--- src/hdl/kea_ram.sv ---
// Generic simple dual-port RAM: one write port, one read port, registered read data.
// No dependencies.
module kea_ram #(
	parameter int WIDTH = 8,
	parameter int DEPTH = 256
) (
	input  logic                                   clk,
	input  logic                                   we,
	input  logic [((DEPTH > 1) ? $clog2(DEPTH) : 1)-1:0] waddr,
	input  logic [WIDTH-1:0]                       wdata,
	input  logic                                   re,
	input  logic [((DEPTH > 1) ? $clog2(DEPTH) : 1)-1:0] raddr,
	output logic [WIDTH-1:0]                       rdata
);

	logic [WIDTH-1:0] mem [DEPTH];

	always_ff @(posedge clk) begin
		if (we) begin
			mem[waddr] <= wdata;
		end
		if (re) begin
			rdata <= mem[raddr];
		end
	end

endmodule
--- config.mk ---
export PLATFORM = sky130hd
export DESIGN_NAME = kea_ram
export DESIGN_NICKNAME = d
export VERILOG_FILES = /design/src/hdl/kea_ram.sv
export SDC_FILE = /design/constraint.sdc
export NUM_CORES = 2
export LEC_CHECK = 0
export BUFFER_PORTS_ARGS = -buffer_cell sky130_fd_sc_hd__clkbuf_2
export CAP_MARGIN = 20
export CORE_MARGIN = 2
export CORE_UTILIZATION = 45
export CTS_CLUSTER_DIAMETER = 120
export DETAILED_ROUTE_END_ITERATION = 10
export PLACE_DENSITY = 0.61
export SETUP_SLACK_MARGIN = 0.2
export SKIP_CTS_REPAIR_TIMING = 1
export SYNTH_ARGS = -nofsm -noshare
export SYNTH_HDL_FRONTEND = slang
export SYNTH_SLANG_ARGS = --single-unit
export TNS_END_PERCENT = 100
--- constraint.sdc ---
create_clock -name clk -period 6.2 [get_ports clk]
set_input_delay 0 -clock clk [delete_from_list [all_inputs] [get_ports clk]]
set_output_delay 0 -clock clk [all_outputs]
set_load 0.02 [all_outputs]
==> metrics.txt <==
post-synth top area share 0.7753; Net Count, Synth 3760; Seq cells post-synth 2056; Initial DRC Count 5294; count leader, synth edfxtp_1; clock buffer depth 3; Cell Int Power 22.48 mW; Top FF cell, synth edfxtp_1; first-pass GRT wire length 288.9 mm; worst-skew pair later-pin latency 0.83 ns; GRT Util Overall 0.2243; Worst slew margin 0.1081; Num CTS Buffers 203; Sum Neg Setup Slack 0 ns; remaining global-route overflow 0; antenna violations before repair 11; share of power burned in registers 0.536; Switching Share 0.2149; Die W 424.7 um; syn avg cell area 21.33 um2; synth unique cells 54; status finished clean; worst endpoint required time 6.63 ns; Area contributors post-synth edfxtp_1, mux4_2, mux2i_1; CTS tree yes; Final setup viols 0; final max-slew violation count 0; # nets final 3872; First-pass DRT Iterations 6; root buffer cell clkbuf_16; largest net degree at the start of global routing 173; Area growth syn-to-layout 11.56%; PwrDens 322.2 nW/um2; die area 180300 um2; worst clock skew 0.03518 ns; Post-synth EDFFs 2056; Min-Delay Path Class in -> reg; fmax 0.2896 GHz; final worst path period need 3.453 ns; total wire length 202.0 mm; # rows 154; core area 175900 um2; # port buffers 34; Final Instance Count excl. Fillers 6354; share of total power in combinational logic 0.048; initial core utilization 0.4527; placed insts 5962; clk slew on worst S/H paths 0.06 ns; Finished Core Util 0.5050; commonest cells in the netlist edfxtp_1, mux4_2, nor2_1; Cells after Synth 3733; IO Pins 35; GP Congestion 0.8106; wire per inst 31.79 um; critical path class in -> reg; Slew @ Worst Pin 1.326 ns; CP startpoint kind input pin; RSZ-0062 raised after global routing false; Seq/Total Area, Yosys 0.7753; vias in the first global route 38651; # DRC 0; DP Wirelength 119.8 mm; routed vias/inst 6.115; Maximum Capacitance Violations 0; Ys Warns 0; Sink Count 2056; LEAKAGE 27.13 nW; CP max FO 10; kind of end point of the critical path register; ys async rst share 0; NetSw 6.154 mW; Via Count 38852; Clock power frac 0.416; die height 424.7 um; final period utilization 0.5569; Final ANT Viol Nets 0; H-tree depth 4; DP Worst Slack 2.087 ns; Synth Cell Area 79640 um2; Data arrival, critical path 3.88 ns; Power Total 28.63 mW; area leader, netlist edfxtp_1; final hold violations 0; # fillers 13835; layout cells sized above 1 0.2178; worst setup slack after layout 2.747 ns; maximum VDD drop 0.3138 mV
==> kinds of logic after synthesis <==
group,count (synthesis),synth area share
compound gates,385,0.03416
flops,2056,0.7753
buf+inv,235,0.01829
mux,591,0.1460
simple gates,466,0.02625
==> stage by stage <==
step	hold slack (ns)	cell area, um2
2_1_floorplan	0.09887	79640
5_1_grt	0.05262	88840
3_5_place_dp	0.5157	82260
3_3_place_gp	0.5061	82180
4_1_cts	-0.3932	88640
6_report	0.06115	88840
==> layer usage <==
metal / GRT usage / routed length [um] / vias up
met4: 0.06459 / 5271 / 2
li1: - / - / 15945
met3: 0.03906 / 16150 / 292
met1: 0.3267 / 83650 / 20842
met2: 0.3502 / 96900 / 1771
met5: 0 / 11 / -
==> cells in the final DEF (no fill, tap or decap), types with 9 or more instances in the layout <==
master            n
clkbuf_16       207
bufinv_16        14
nor4_1           21
edfxtp_1       2056
a21oi_1          96
nor2b_1          28
clkinv_2         33
dlygate4sd3_1    14
nand4_1          10
buf_8             9
o22ai_1          28
a211oi_1         16
a221oi_1         13
o21ai_0          10
clkbuf_1         39
buf_4            75
mux4_2          454
nand3_1          34
clkbuf_2         22
a22oi_1         133
clkinv_1         61
nor3_1           22
nand2_1          33
mux2i_1         134
o221ai_1         46
nor2_1          279
buf_12           12
o211ai_1         10
==> power by group through the flow <==
stage / combinational (mW) / sequential [mW] / clock [mW]
finish: 1.38 / 15.4 / 11.9
global route: 1.45 / 15.3 / 12.6
CTS: 1.38 / 15.4 / 12.0
detailed placement: 1.38 / 15.6 / 0
global placement: 1.36 / 15.6 / 0
floorplan: 0.744 / 15.6 / 0
==> critical path: stages <==
cell	delay (ns)
dlygate4sd3_1	0.67
clkbuf_2	0.30
nor2b_1	0.55
nand3_1	0.95
buf_4	0.56
nor2_1	0.83
==> sequential cells by signal, indices dropped and copies added (netlist names) <==
| signal | flops |
|---|---|
| rdata | 8 |
| mem | 2048 |
==> worst paths after layout <==
| kind | cells past startpoint | slack, ns | startpoint | to |
|---|---|---|---|---|
| worst max-delay path | 6 | 2.75 | waddr[3] | mem[216][5] |
| worst min-delay path | 4 | 0.06 | waddr[0] | mem[150][1] |
| worst max register to register | 6 | 3.04 | mem[101][1] | rdata[1] |
| worst min register to register | 6 | 1.12 | mem[40][3] | rdata[3] |
==> final cells by class <==
type                    count  area [um2]  area share
diodes                      5       12.51   0.0001408
clock buffers             246        5326     0.05995
clock inverters           123        1050     0.01182
inverters                   2       7.507  0.00008450
multi-input cells        1442       16500      0.1857
flip-flops and latches   2056       61740      0.6949
well taps                2340        2928     0.03296
repair buffers            140        1282     0.01444
No activity file was read; power rests on OpenSTA's default activity.
